$ cat src/rtl/bpst_pkg.sv
// Package for the band peak slew tracker: widths, register indexes and helpers.
// No dependencies.
package bpst_pkg;
    localparam int MaxBandsDef      = 8;
    localparam int MaxBandLengthDef = 4096;
    localparam int SampleW = 16;
    localparam int PeakW   = 15;
    localparam int RatioW  = 16;
    localparam int SmoothW = 18;
    localparam int CountW  = 4;
    localparam int LengthW = 13;
    localparam int PeriodW = 8;
    localparam int StepW   = 15;
    localparam int CdW     = 9;
    localparam int AddrW   = 4;

    typedef enum logic [1:0] {
        REG_BAND_COUNT   = 2'd0,
        REG_BAND_LENGTH  = 2'd1,
        REG_REFRESH      = 2'd2,
        REG_SMOOTH_STEP  = 2'd3
    } t_reg_idx;

    typedef struct packed {
        logic       sample_en;   // take in one sample
        logic       frame_clr;   // clear running peaks and position
        logic       commit_en;   // load commit of current slot, or start average divide
        logic       div_start;   // start ratio divide for slot
        logic       div_done_ld; // store divider result
        logic       slew_en;     // slew current slot
        logic       avg_sel;     // slot is the average
        logic [2:0] slot;        // band under work
    } t_cmd;

    typedef struct packed {
        logic div_busy;
        logic avg_busy;
    } t_sts;
endpackage

$ cat src/rtl/bpst_div.sv
// Serial restoring divider, one quotient bit per cycle.
// Depends on bpst_pkg.
module bpst_div import bpst_pkg::*; (
    input  logic              i_clk,
    input  logic              i_rst_n,
    input  logic              i_start,
    input  logic [23:0]       i_num,
    input  logic [PeakW-1:0]  i_den,
    output logic              o_busy,
    output logic [23:0]       o_quo
);
    logic [23:0]      r_q;
    logic [PeakW:0]   r_rem;
    logic [PeakW-1:0] r_den;
    logic [4:0]       r_cnt;
    logic [PeakW+1:0] w_trial;
    logic [PeakW:0]   w_shift;

    assign w_shift = {r_rem[PeakW-1:0], r_q[23]};
    assign w_trial = {1'b0, w_shift} - {2'b0, r_den};

    always_ff @(posedge i_clk) begin
        if (!i_rst_n) begin
            r_cnt <= '0;
        end else if (i_start) begin
            r_cnt <= 5'd24;
        end else if (r_cnt != 0) begin
            r_cnt <= r_cnt - 5'd1;
        end
        if (i_start) begin
            r_q   <= i_num;
            r_rem <= '0;
            r_den <= i_den;
        end else if (r_cnt != 0) begin
            if (!w_trial[PeakW+1]) begin
                r_rem <= w_trial[PeakW:0];
                r_q   <= {r_q[22:0], 1'b1};
            end else begin
                r_rem <= w_shift;
                r_q   <= {r_q[22:0], 1'b0};
            end
        end
    end
    assign o_busy = (r_cnt != 0) || i_start;
    assign o_quo  = r_q;
endmodule

$ cat src/rtl/bpst_datapath.sv
// Datapath: band accumulation, commit, ratio, average, slew and result fields.
// Depends on bpst_pkg and bpst_div.
module bpst_datapath import bpst_pkg::*; #(
    parameter int MAX_BANDS = MaxBandsDef,
    parameter int MAX_BAND_LENGTH = MaxBandLengthDef
) (
    input  logic                      i_clk,
    input  logic                      i_rst_n,
    input  t_cmd                      i_cmd,
    output t_sts                      o_sts,
    input  logic signed [SampleW-1:0] i_sample,
    input  logic [CountW-1:0]         i_count,
    input  logic [LengthW-1:0]        i_length,
    input  logic [StepW-1:0]          i_step,
    output logic [PeakW-1:0]          o_peak,
    output logic [RatioW-1:0]         o_ratio,
    output logic signed [SmoothW-1:0] o_smooth
);
    localparam int BW = (MAX_BANDS > 1) ? $clog2(MAX_BANDS) : 1;
    localparam int OW = (MAX_BAND_LENGTH > 1) ? $clog2(MAX_BAND_LENGTH) : 1;
    localparam int LW = $clog2(MAX_BAND_LENGTH + 1);

    logic [PeakW-1:0]   r_run  [MAX_BANDS];
    logic [PeakW-1:0]   r_cpk  [MAX_BANDS];
    logic [PeakW-1:0]   r_prev [MAX_BANDS];
    logic [RatioW-1:0]  r_rat  [MAX_BANDS];
    logic signed [SmoothW-1:0] r_sm [MAX_BANDS];
    logic [PeakW-1:0]   r_avg, r_pavg;
    logic [RatioW-1:0]  r_arat;
    logic signed [SmoothW-1:0] r_asm;
    logic [3:0]         r_pos;
    logic [OW:0]        r_off;
    logic               r_full;
    logic [PeakW+3:0]   r_sum;

    logic [3:0]  w_cnt;
    logic [LW-1:0] w_len;
    always_comb begin
        if (i_count == 0) w_cnt = 4'd1;
        else if (32'(i_count) > MAX_BANDS) w_cnt = 4'(MAX_BANDS);
        else w_cnt = i_count;
        if (i_length == 0) w_len = LW'(1);
        else if (32'(i_length) > MAX_BAND_LENGTH) w_len = LW'(MAX_BAND_LENGTH);
        else w_len = LW'(i_length);
    end

    // average divide: restoring, one quotient bit per cycle, quotient shifts into r_sum
    logic [4:0]       r_acnt;
    logic [3:0]       r_arem;
    logic             r_abusy;
    logic [4:0]       w_ashift;
    assign w_ashift = {r_arem, r_sum[PeakW+3]};

    logic [BW-1:0] w_slot;
    logic [BW-1:0] w_pidx;
    assign w_slot = i_cmd.slot[BW-1:0];
    assign w_pidx = r_pos[BW-1:0];

    logic [PeakW-1:0] w_now, w_den;
    assign w_now = i_cmd.avg_sel ? r_avg  : r_cpk[w_slot];
    assign w_den = i_cmd.avg_sel ? r_pavg : r_prev[w_slot];

    logic        w_dbusy;
    logic [23:0] w_quo;
    bpst_div u_div (
        .i_clk  (i_clk),
        .i_rst_n(i_rst_n),
        .i_start(i_cmd.div_start),
        .i_num  ({w_now, 8'd0, 1'b0} >> 1),
        .i_den  (w_den),
        .o_busy (w_dbusy),
        .o_quo  (w_quo)
    );
    logic [RatioW-1:0] w_rsat;
    assign w_rsat = (w_quo[23:16] != 0) ? '1 : w_quo[15:0];

    logic signed [SmoothW-1:0] w_cur;
    logic [PeakW-1:0]          w_tgt;
    logic signed [SmoothW+1:0] w_sl;
    assign w_cur = i_cmd.avg_sel ? r_asm : r_sm[w_slot];
    assign w_tgt = i_cmd.avg_sel ? r_avg : r_cpk[w_slot];
    always_comb begin
        if ($signed({3'b0, w_tgt}) > w_cur)
            w_sl = 20'(w_cur) + $signed({5'b0, i_step});
        else
            w_sl = 20'(w_cur) - $signed({5'b0, i_step});
    end
    logic signed [SmoothW-1:0] w_slsat;
    always_comb begin
        if (w_sl > 20'sd131071) w_slsat = 18'sd131071;
        else if (w_sl < -20'sd131072) w_slsat = -18'sd131072;
        else w_slsat = w_sl[SmoothW-1:0];
    end

    always_ff @(posedge i_clk) begin
        if (!i_rst_n) begin
            for (int k = 0; k < MAX_BANDS; k++) begin
                r_run[k] <= '0; r_cpk[k] <= '0; r_prev[k] <= '0;
                r_rat[k] <= '0; r_sm[k] <= '0;
            end
            r_avg <= '0; r_pavg <= '0; r_arat <= '0; r_asm <= '0;
            r_pos <= '0; r_off <= '0; r_full <= 1'b0;
            r_sum <= '0; r_acnt <= '0; r_arem <= '0; r_abusy <= 1'b0;
        end else begin
            if (i_cmd.sample_en) begin
                if (!r_full && r_pos < w_cnt) begin
                    if (i_sample > 0 && i_sample[PeakW-1:0] > r_run[w_pidx])
                        r_run[w_pidx] <= i_sample[PeakW-1:0];
                    if (32'(r_off) + 1 >= 32'(w_len)) begin
                        r_off <= '0;
                        if (r_pos + 4'd1 >= w_cnt) r_full <= 1'b1;
                        else r_pos <= r_pos + 4'd1;
                    end else begin
                        r_off <= r_off + 1'b1;
                    end
                end else begin
                    r_full <= 1'b1;
                end
            end
            if (i_cmd.commit_en) begin
                if (i_cmd.avg_sel) begin
                    // start average divide
                    r_acnt  <= 5'(PeakW + 4);
                    r_arem  <= '0;
                    r_abusy <= 1'b1;
                end else begin
                    r_cpk[w_slot] <= r_run[w_slot];
                    r_sum <= ((i_cmd.slot == 0) ? '0 : r_sum) + 19'(r_run[w_slot]);
                end
            end else if (r_abusy) begin
                if (r_acnt != 0) begin
                    r_acnt <= r_acnt - 5'd1;
                    if (w_ashift >= {1'b0, w_cnt}) begin
                        r_arem <= 4'(w_ashift - {1'b0, w_cnt});
                        r_sum  <= {r_sum[PeakW+2:0], 1'b1};
                    end else begin
                        r_arem <= w_ashift[3:0];
                        r_sum  <= {r_sum[PeakW+2:0], 1'b0};
                    end
                end else begin
                    r_abusy <= 1'b0;
                    r_avg   <= r_sum[PeakW-1:0];
                end
            end
            if (i_cmd.div_done_ld) begin
                if (i_cmd.avg_sel) begin
                    if (r_pavg != 0) r_arat <= w_rsat;
                    r_pavg <= r_avg;
                end else begin
                    if (r_prev[w_slot] != 0) r_rat[w_slot] <= w_rsat;
                    r_prev[w_slot] <= r_cpk[w_slot];
                end
            end
            if (i_cmd.slew_en) begin
                if (i_cmd.avg_sel) r_asm <= w_slsat;
                else r_sm[w_slot] <= w_slsat;
            end
            if (i_cmd.frame_clr) begin
                for (int k = 0; k < MAX_BANDS; k++) r_run[k] <= '0;
                r_pos <= '0; r_off <= '0; r_full <= 1'b0;
            end
        end
    end

    assign o_sts.div_busy = w_dbusy;
    assign o_sts.avg_busy = r_abusy;
    assign o_peak   = i_cmd.avg_sel ? r_avg  : r_cpk[w_slot];
    assign o_ratio  = i_cmd.avg_sel ? r_arat : r_rat[w_slot];
    assign o_smooth = i_cmd.avg_sel ? r_asm  : r_sm[w_slot];
endmodule

$ cat src/rtl/bpst_ctrl.sv
// Controller: sequences sample intake, commit, divides, slews and results.
// Depends on bpst_pkg.
module bpst_ctrl import bpst_pkg::*; (
    input  logic               i_clk,
    input  logic               i_rst_n,
    input  logic               i_valid,
    output logic               o_stall,
    input  logic               i_frame_end,
    input  logic [CountW-1:0]  i_count,
    input  logic [PeriodW-1:0] i_period,
    input  logic [3:0]         i_max,
    output t_cmd               o_cmd,
    input  t_sts               i_sts,
    output logic               o_valid,
    input  logic               i_ostall,
    output logic [2:0]         o_band,
    output logic               o_avg,
    output logic               o_last
);
    typedef enum logic [3:0] {
        S_IDLE, S_COMMIT, S_AVG, S_AVGW, S_DIV, S_DIVW, S_SLEW, S_OUT
    } t_state;

    t_state r_state;
    logic [3:0] r_slot;
    logic signed [CdW-1:0] r_cd;
    logic [3:0] w_cnt;
    always_comb begin
        if (i_count == 0) w_cnt = 4'd1;
        else if (i_count > i_max) w_cnt = i_max;
        else w_cnt = i_count;
    end
    logic w_acc;
    assign w_acc = i_valid && !o_stall;
    assign o_stall = (r_state != S_IDLE);
    logic [3:0] w_last_slot;
    assign w_last_slot = w_cnt; // slot == count means average

    always_comb begin
        o_cmd = '0;
        o_cmd.slot = r_slot[2:0];
        o_cmd.avg_sel = (r_slot == w_last_slot);
        o_cmd.sample_en = w_acc;
        unique case (r_state)
            S_COMMIT: o_cmd.commit_en = !o_cmd.avg_sel;
            S_AVG:    o_cmd.commit_en = 1'b1;
            S_DIV:    o_cmd.div_start = 1'b1;
            S_DIVW:   o_cmd.div_done_ld = !i_sts.div_busy;
            S_SLEW:   begin
                o_cmd.slew_en = 1'b1;
                o_cmd.frame_clr = (r_slot == 0);
            end
            default: ;
        endcase
    end

    always_ff @(posedge i_clk) begin
        if (!i_rst_n) begin
            r_state <= S_IDLE; r_slot <= '0; r_cd <= '0;
            o_valid <= 1'b0;
        end else begin
            unique case (r_state)
                S_IDLE: if (w_acc && i_frame_end) begin
                    r_slot <= '0;
                    if (r_cd - 9'sd1 <= 0) begin
                        r_cd <= $signed({1'b0, i_period});
                        r_state <= S_COMMIT;
                    end else begin
                        r_cd <= r_cd - 9'sd1;
                        r_state <= S_SLEW;
                    end
                end
                S_COMMIT: begin
                    if (r_slot + 4'd1 >= w_cnt) begin
                        r_slot <= w_cnt; r_state <= S_AVG;
                    end else r_slot <= r_slot + 4'd1;
                end
                S_AVG:  r_state <= S_AVGW;
                S_AVGW: if (!i_sts.avg_busy) begin
                    r_slot <= '0; r_state <= S_DIV;
                end
                S_DIV:  r_state <= S_DIVW;
                S_DIVW: if (!i_sts.div_busy) begin
                    if (r_slot == w_cnt) begin
                        r_slot <= '0; r_state <= S_SLEW;
                    end else begin
                        r_slot <= r_slot + 4'd1; r_state <= S_DIV;
                    end
                end
                S_SLEW: begin
                    if (r_slot == w_cnt) begin
                        r_slot <= '0; r_state <= S_OUT; o_valid <= 1'b1;
                    end else r_slot <= r_slot + 4'd1;
                end
                S_OUT: if (!i_ostall) begin
                    if (r_slot == w_cnt) begin
                        o_valid <= 1'b0; r_slot <= '0; r_state <= S_IDLE;
                    end else r_slot <= r_slot + 4'd1;
                end
                default: r_state <= S_IDLE;
            endcase
        end
    end
    assign o_avg  = (r_slot == w_cnt);
    assign o_last = o_avg;
    assign o_band = o_avg ? 3'd0 : r_slot[2:0];
endmodule

$ cat src/rtl/band_peak_slew_tracker.sv
// Channel | handshake         | payload
// in      | i_valid / o_stall | i_sample_value, i_frame_end
// out     | o_valid / i_stall | o_band_index .. o_last_result
// Samples without frame end are taken without raising o_stall. A committing frame end
// runs the commit, a 19-bit serial average divide, one serial 24-bit divide per ratio,
// the slews and the results up to the last result; a frame end without commit runs
// only the slews and the results. Output stalls add to both; input stalls meanwhile.
// Synchronous active-low reset. Depends on bpst_pkg, bpst_ctrl, bpst_datapath.
module band_peak_slew_tracker import bpst_pkg::*; #(
    parameter int MAX_BANDS = MaxBandsDef,
    parameter int MAX_BAND_LENGTH = MaxBandLengthDef
) (
    input  logic                      i_clk,
    input  logic                      i_rst_n,
    input  logic                      i_valid,
    output logic                      o_stall,
    input  logic signed [SampleW-1:0] i_sample_value,
    input  logic                      i_frame_end,
    output logic                      o_valid,
    input  logic                      i_stall,
    output logic [2:0]                o_band_index,
    output logic                      o_is_average,
    output logic [PeakW-1:0]          o_peak_level,
    output logic [RatioW-1:0]         o_peak_ratio,
    output logic signed [SmoothW-1:0] o_smooth_level,
    output logic                      o_last_result,
    input  logic                      psel,
    input  logic                      penable,
    input  logic                      pwrite,
    input  logic [AddrW-1:0]          paddr,
    input  logic [31:0]               pwdata,
    output logic [31:0]               prdata,
    output logic                      pready
);
    logic [CountW-1:0]  r_count;
    logic [LengthW-1:0] r_length;
    logic [PeriodW-1:0] r_period;
    logic [StepW-1:0]   r_step;
    t_cmd w_cmd;
    t_sts w_sts;

    assign pready = 1'b1;
    always_ff @(posedge i_clk) begin
        if (!i_rst_n) begin
            r_count <= 4'd3; r_length <= 13'd170; r_period <= 8'd1; r_step <= 15'd328;
        end else if (psel && penable && pwrite) begin
            unique case (t_reg_idx'(paddr[3:2]))
                REG_BAND_COUNT:  r_count  <= pwdata[CountW-1:0];
                REG_BAND_LENGTH: r_length <= pwdata[LengthW-1:0];
                REG_REFRESH:     r_period <= pwdata[PeriodW-1:0];
                REG_SMOOTH_STEP: r_step   <= pwdata[StepW-1:0];
                default: ;
            endcase
        end
    end
    always_comb begin
        unique case (t_reg_idx'(paddr[3:2]))
            REG_BAND_COUNT:  prdata = 32'(r_count);
            REG_BAND_LENGTH: prdata = 32'(r_length);
            REG_REFRESH:     prdata = 32'(r_period);
            REG_SMOOTH_STEP: prdata = 32'(r_step);
            default:         prdata = '0;
        endcase
    end

    bpst_ctrl u_ctrl (
        .i_clk(i_clk), .i_rst_n(i_rst_n), .i_valid(i_valid), .o_stall(o_stall),
        .i_frame_end(i_frame_end), .i_count(r_count), .i_period(r_period),
        .i_max(4'(MAX_BANDS)), .o_cmd(w_cmd), .i_sts(w_sts), .o_valid(o_valid),
        .i_ostall(i_stall), .o_band(o_band_index), .o_avg(o_is_average),
        .o_last(o_last_result)
    );
    bpst_datapath #(.MAX_BANDS(MAX_BANDS), .MAX_BAND_LENGTH(MAX_BAND_LENGTH)) u_dp (
        .i_clk(i_clk), .i_rst_n(i_rst_n), .i_cmd(w_cmd), .o_sts(w_sts),
        .i_sample(i_sample_value), .i_count(r_count), .i_length(r_length),
        .i_step(r_step), .o_peak(o_peak_level), .o_ratio(o_peak_ratio),
        .o_smooth(o_smooth_level)
    );
endmodule

$ cat config.mk
export PLATFORM = sky130hd
export DESIGN_NAME = band_peak_slew_tracker
export DESIGN_NICKNAME = d
export VERILOG_FILES = /design/src/rtl/bpst_pkg.sv /design/src/rtl/bpst_div.sv /design/src/rtl/bpst_datapath.sv /design/src/rtl/bpst_ctrl.sv /design/src/rtl/band_peak_slew_tracker.sv
export SDC_FILE = /design/constraint.sdc
export NUM_CORES = 2
export LEC_CHECK = 0
export BUFFER_PORTS_ARGS = -buffer_cell sky130_fd_sc_hd__buf_2
export CAP_MARGIN = 20
export CORE_MARGIN = 1.5
export CORE_UTILIZATION = 26
export CTS_CLUSTER_SIZE = 25
export DETAILED_ROUTE_END_ITERATION = 8
export GPL_TIMING_DRIVEN = 0
export SLEW_MARGIN = 15
export SYNTH_ARGS = -nofsm -noshare
export SYNTH_HDL_FRONTEND = slang
export SYNTH_HIERARCHICAL = 1
export SYNTH_SLANG_ARGS = --single-unit
$ cat constraint.sdc
create_clock -name i_clk -period 16.25 [get_ports i_clk]
set_input_delay 0.8125 -clock i_clk [delete_from_list [all_inputs] [get_ports i_clk]]
set_output_delay 0.8125 -clock i_clk [all_outputs]
set_load 0.02 [all_outputs]
==> metrics.md <==
| Metric | Value |
|---|---|
| CTS tree | built |
| Sw frac | 33.99% |
| Pwr/cell area | 135.2 nW/um^2 |
| Die Y-Extent | 414.8 um |
| Placed cells | 6374 |
| Drt first-iter violations | 4366 |
| # setup viols final | 0 |
| Die area | 172000 um^2 |
| M3 GR Usage | 3.119% |
| Cells after Synth | 4019 |
| Reg clk slew, reported paths | 0.07 ns |
| Clock Latency Late Sink | 0.70 ns |
| Ys Warns | 6 |
| Total power draw | 6.907 mW |
| Port buffer count | 109 |
| Setup bufs post-CTS | 0 |
| Post-synth EDFFs | 671 |
| Largest net degree at the start of global routing | 26 |
| Hold buffers post-CTS | 0 |
| Io pins | 149 |
| CORE AREA | 167800 um^2 |
| Initial antenna violation count | 18 |
| Net Switching | 2.348 mW |
| Critical path buffers and inverters | 10 |
| First-pass GRT wire length | 224700 um |
| Tmin final | 11.61 ns |
| Fmax | 86.13 MHz |
| CP top delay family | compound AO/OA/AOI/OAI gates |
| Htree depth | 3 |
| Setup_tns | 0 ns |
| Worst-Margin Slew | 1.259 ns |
| Yosys reg bits | 862 |
| RSZ-0062 raised after global routing | no |
| Worst setup SP type | register |
| Clock Skews | 0.03393 ns |
| HP Class | input pin to register |
| Endpoint type of the worst setup path | register |
| Commonest non-fill, non-tap cell in the layout | edfxtp_1 |
| Setup Crit Path Kind | register to register |
| CTS root buf | clkbuf_16 |
| Grt peak-use layer | met2 |
| Max Cap Viol | 0 |
| # resized after CTS | 0 |
| Max-Slew Margin vs Limit | 16.06% |
| CP peak stage delay | 0.97 ns |
| Final core occ | 30.45% |
| Number of global-route vias before repair | 32950 |
| Crit Path Max Fanout | 10 |
| Layout cells sized above 1 | 13.02% |
| Status | complete, no violations |
| Pre-Repair DR Iteration Count | 6 |
| Mean area per synthesized cell | 10.97 um^2 |
| Hold slack | 0.3851 ns |
| Post-route insts no fill | 6568 |
| Fill cell count | 17250 |
| Grt total ovfl | 0 |
| DR vias | 34620 |
| Ys async rst share | 0% |
| Die Width | 414.8 um |
| CTS max path bufs | 3 |
| Crit-path slowest cell | a21oi_1 |
| Internal power | 4.559 mW |
| Worst VDD drop | 0.00008862 V |
| GRT met1 Usage | 22.50% |
| HPWL after detailed placement | 109600 um |
| GR Util met2 | 27.84% |
| Fin nets | 4465 |
| Most frequent cells in the layout | 671 x edfxtp_1, 590 x nor2_1, 275 x nand2_1 |
| Dominant synthesized flop cell | edfxtp_1 |
| Tcrit/Tclk final | 71.45% |
| Gate power share | 27.7% |
| Total Routing Usage GR | 17.43% |
| Routability cong. | 0.9100 |
| Max-slew violations | 0 |
| WL per Instance | 23.78 um |
| Worst path most repeated cell | clkbuf_1 |
| CTS sink cnt | 862 |
| Total CTS buffers | 97 |
| CP required | 16.65 ns |
| Clock network power share | 33.6% |
| ANT nets after route | 0 |
| Critical Path AT | 12.01 ns |
| DR vias/cell | 5.271 |
| # DRC | 0 |
| Static leakage | 18.95 nW |
| Synthesized area | 44080 um^2 |
| Routed wire length | 156200 um |
| Initial core utilization | 26.27% |
| Layout overhead on the synthesized area | 15.88% |
| Row count | 150 |
| Netlist cell types | 107 |
| Final Hold Fails | 0 |
| Seq pwr share | 38.7% |
| Sequential area share after synthesis | 54.38% |
==> tightest hold or removal path: cells and delay by family <==
family	cells	cell delay, ns
and+or+nand+nor	1	0.05
muxes	1	0.06
buffers and inverters	1	0.10
==> registers in the layout, summed over array words and instances, names as in the netlist, 15 cells and up, named ones only <==
register          cells
u_dp/r_prev         120
u_dp/r_avg           15
u_dp/r_run          120
u_dp/r_pavg          15
u_dp/u_div/r_rem     15
u_dp/u_div/o_quo     24
r_step               15
u_dp/r_sum           19
u_dp/r_asm           18
u_dp/r_arat          16
u_dp/r_rat          128
u_dp/r_sm           144
u_dp/r_cpk          120
u_dp/u_div/r_den     15
==> path summary, 6_finish.rpt <==
kind	startpoint	to	slack, ns	cells after the start
worst max-delay path	r_count[1]	u_dp/r_sm[3][11]	4.64	37
worst min-delay path	pwdata[14]	r_step[14]	0.39	3
worst max register to register	r_count[1]	u_dp/r_sm[3][11]	4.64	37
worst min register to register	u_dp/r_full	u_dp/r_full	0.45	2
==> per-layer routing <==
layer  vias up  share of wire, %  wire length [um]
met4         8               5.6              8783
met5         -             0.037                58
met2      1859                45             70920
li1      15330                 -                 -
met1     17020                40             62050
met3       405               9.2             14350
==> synthesized netlist by cell type (all sizes together), types with 33 or more instances <==
| cell | instances | area share [%] |
|---|---|---|
| nand2b | 33 | 0.47 |
| dfxtp | 191 | 8.7 |
| edfxtp | 671 | 46 |
| and2 | 153 | 2.2 |
| a22oi | 112 | 1.9 |
| ha | 125 | 3.5 |
| a21o | 34 | 0.58 |
| clkbuf | 202 | 1.7 |
| mux4 | 55 | 2.8 |
| a21oi | 174 | 2.0 |
| buf | 100 | 1.5 |
| nor2b | 40 | 0.58 |
| nor2 | 592 | 5.1 |
| nand3 | 61 | 0.78 |
| nor3 | 35 | 0.40 |
| a221oi | 70 | 1.4 |
| mux2i | 122 | 2.8 |
| nand2 | 275 | 2.3 |
| xor2 | 35 | 0.70 |
| and3 | 37 | 0.53 |
| xnor2 | 33 | 0.66 |
| inv | 126 | 1.1 |
| a211oi | 47 | 0.84 |
| mux2 | 83 | 2.1 |
| o21ai | 245 | 2.8 |
==> through the flow <==
stage	instance area [um^2]	worst slack, ns
final	51080	4.639
after global routing	51080	3.856
after CTS	50990	4.905
after detailed placement	47640	4.920
after global placement	47510	4.865
after floorplan	44210	8.088
==> kinds of logic after synthesis <==
group / synth area share, %
compound gates: 13.96
xor+xnor: 1.351
fa+ha+maj: 3.843
buf+inv: 4.380
flops: 54.38
mux: 7.717
other cells: 0.02554
simple gates: 14.34
==> power groups by stage <==
stage               registers (mW)  clock network [mW]  logic (mW)
floorplan                     2.68                   0        1.25
global placement              2.71                   0        1.82
detailed placement            2.72                   0        1.86
CTS                           2.67                2.34        1.87
global route                  2.69                2.42        2.07
finish                        2.67                2.32        1.91
==> cell type report <==
class                           instances  area, um^2  area share [%]
Timing Repair Buffer                  125       691.9           1.354
Sequential cell                       862       23970           46.93
Inverter                              129       484.2          0.9479
Multi-Input combinational cell       2759       18350           35.92
Buffer                                302        1455           2.849
Clock inverter                         73       807.0           1.580
Antenna cell                            8       20.02         0.03919
Tap cell                             2204        2758           5.398
Clock buffer                          106        2544           4.980
Note: power is estimated with default switching activity, not from simulation.
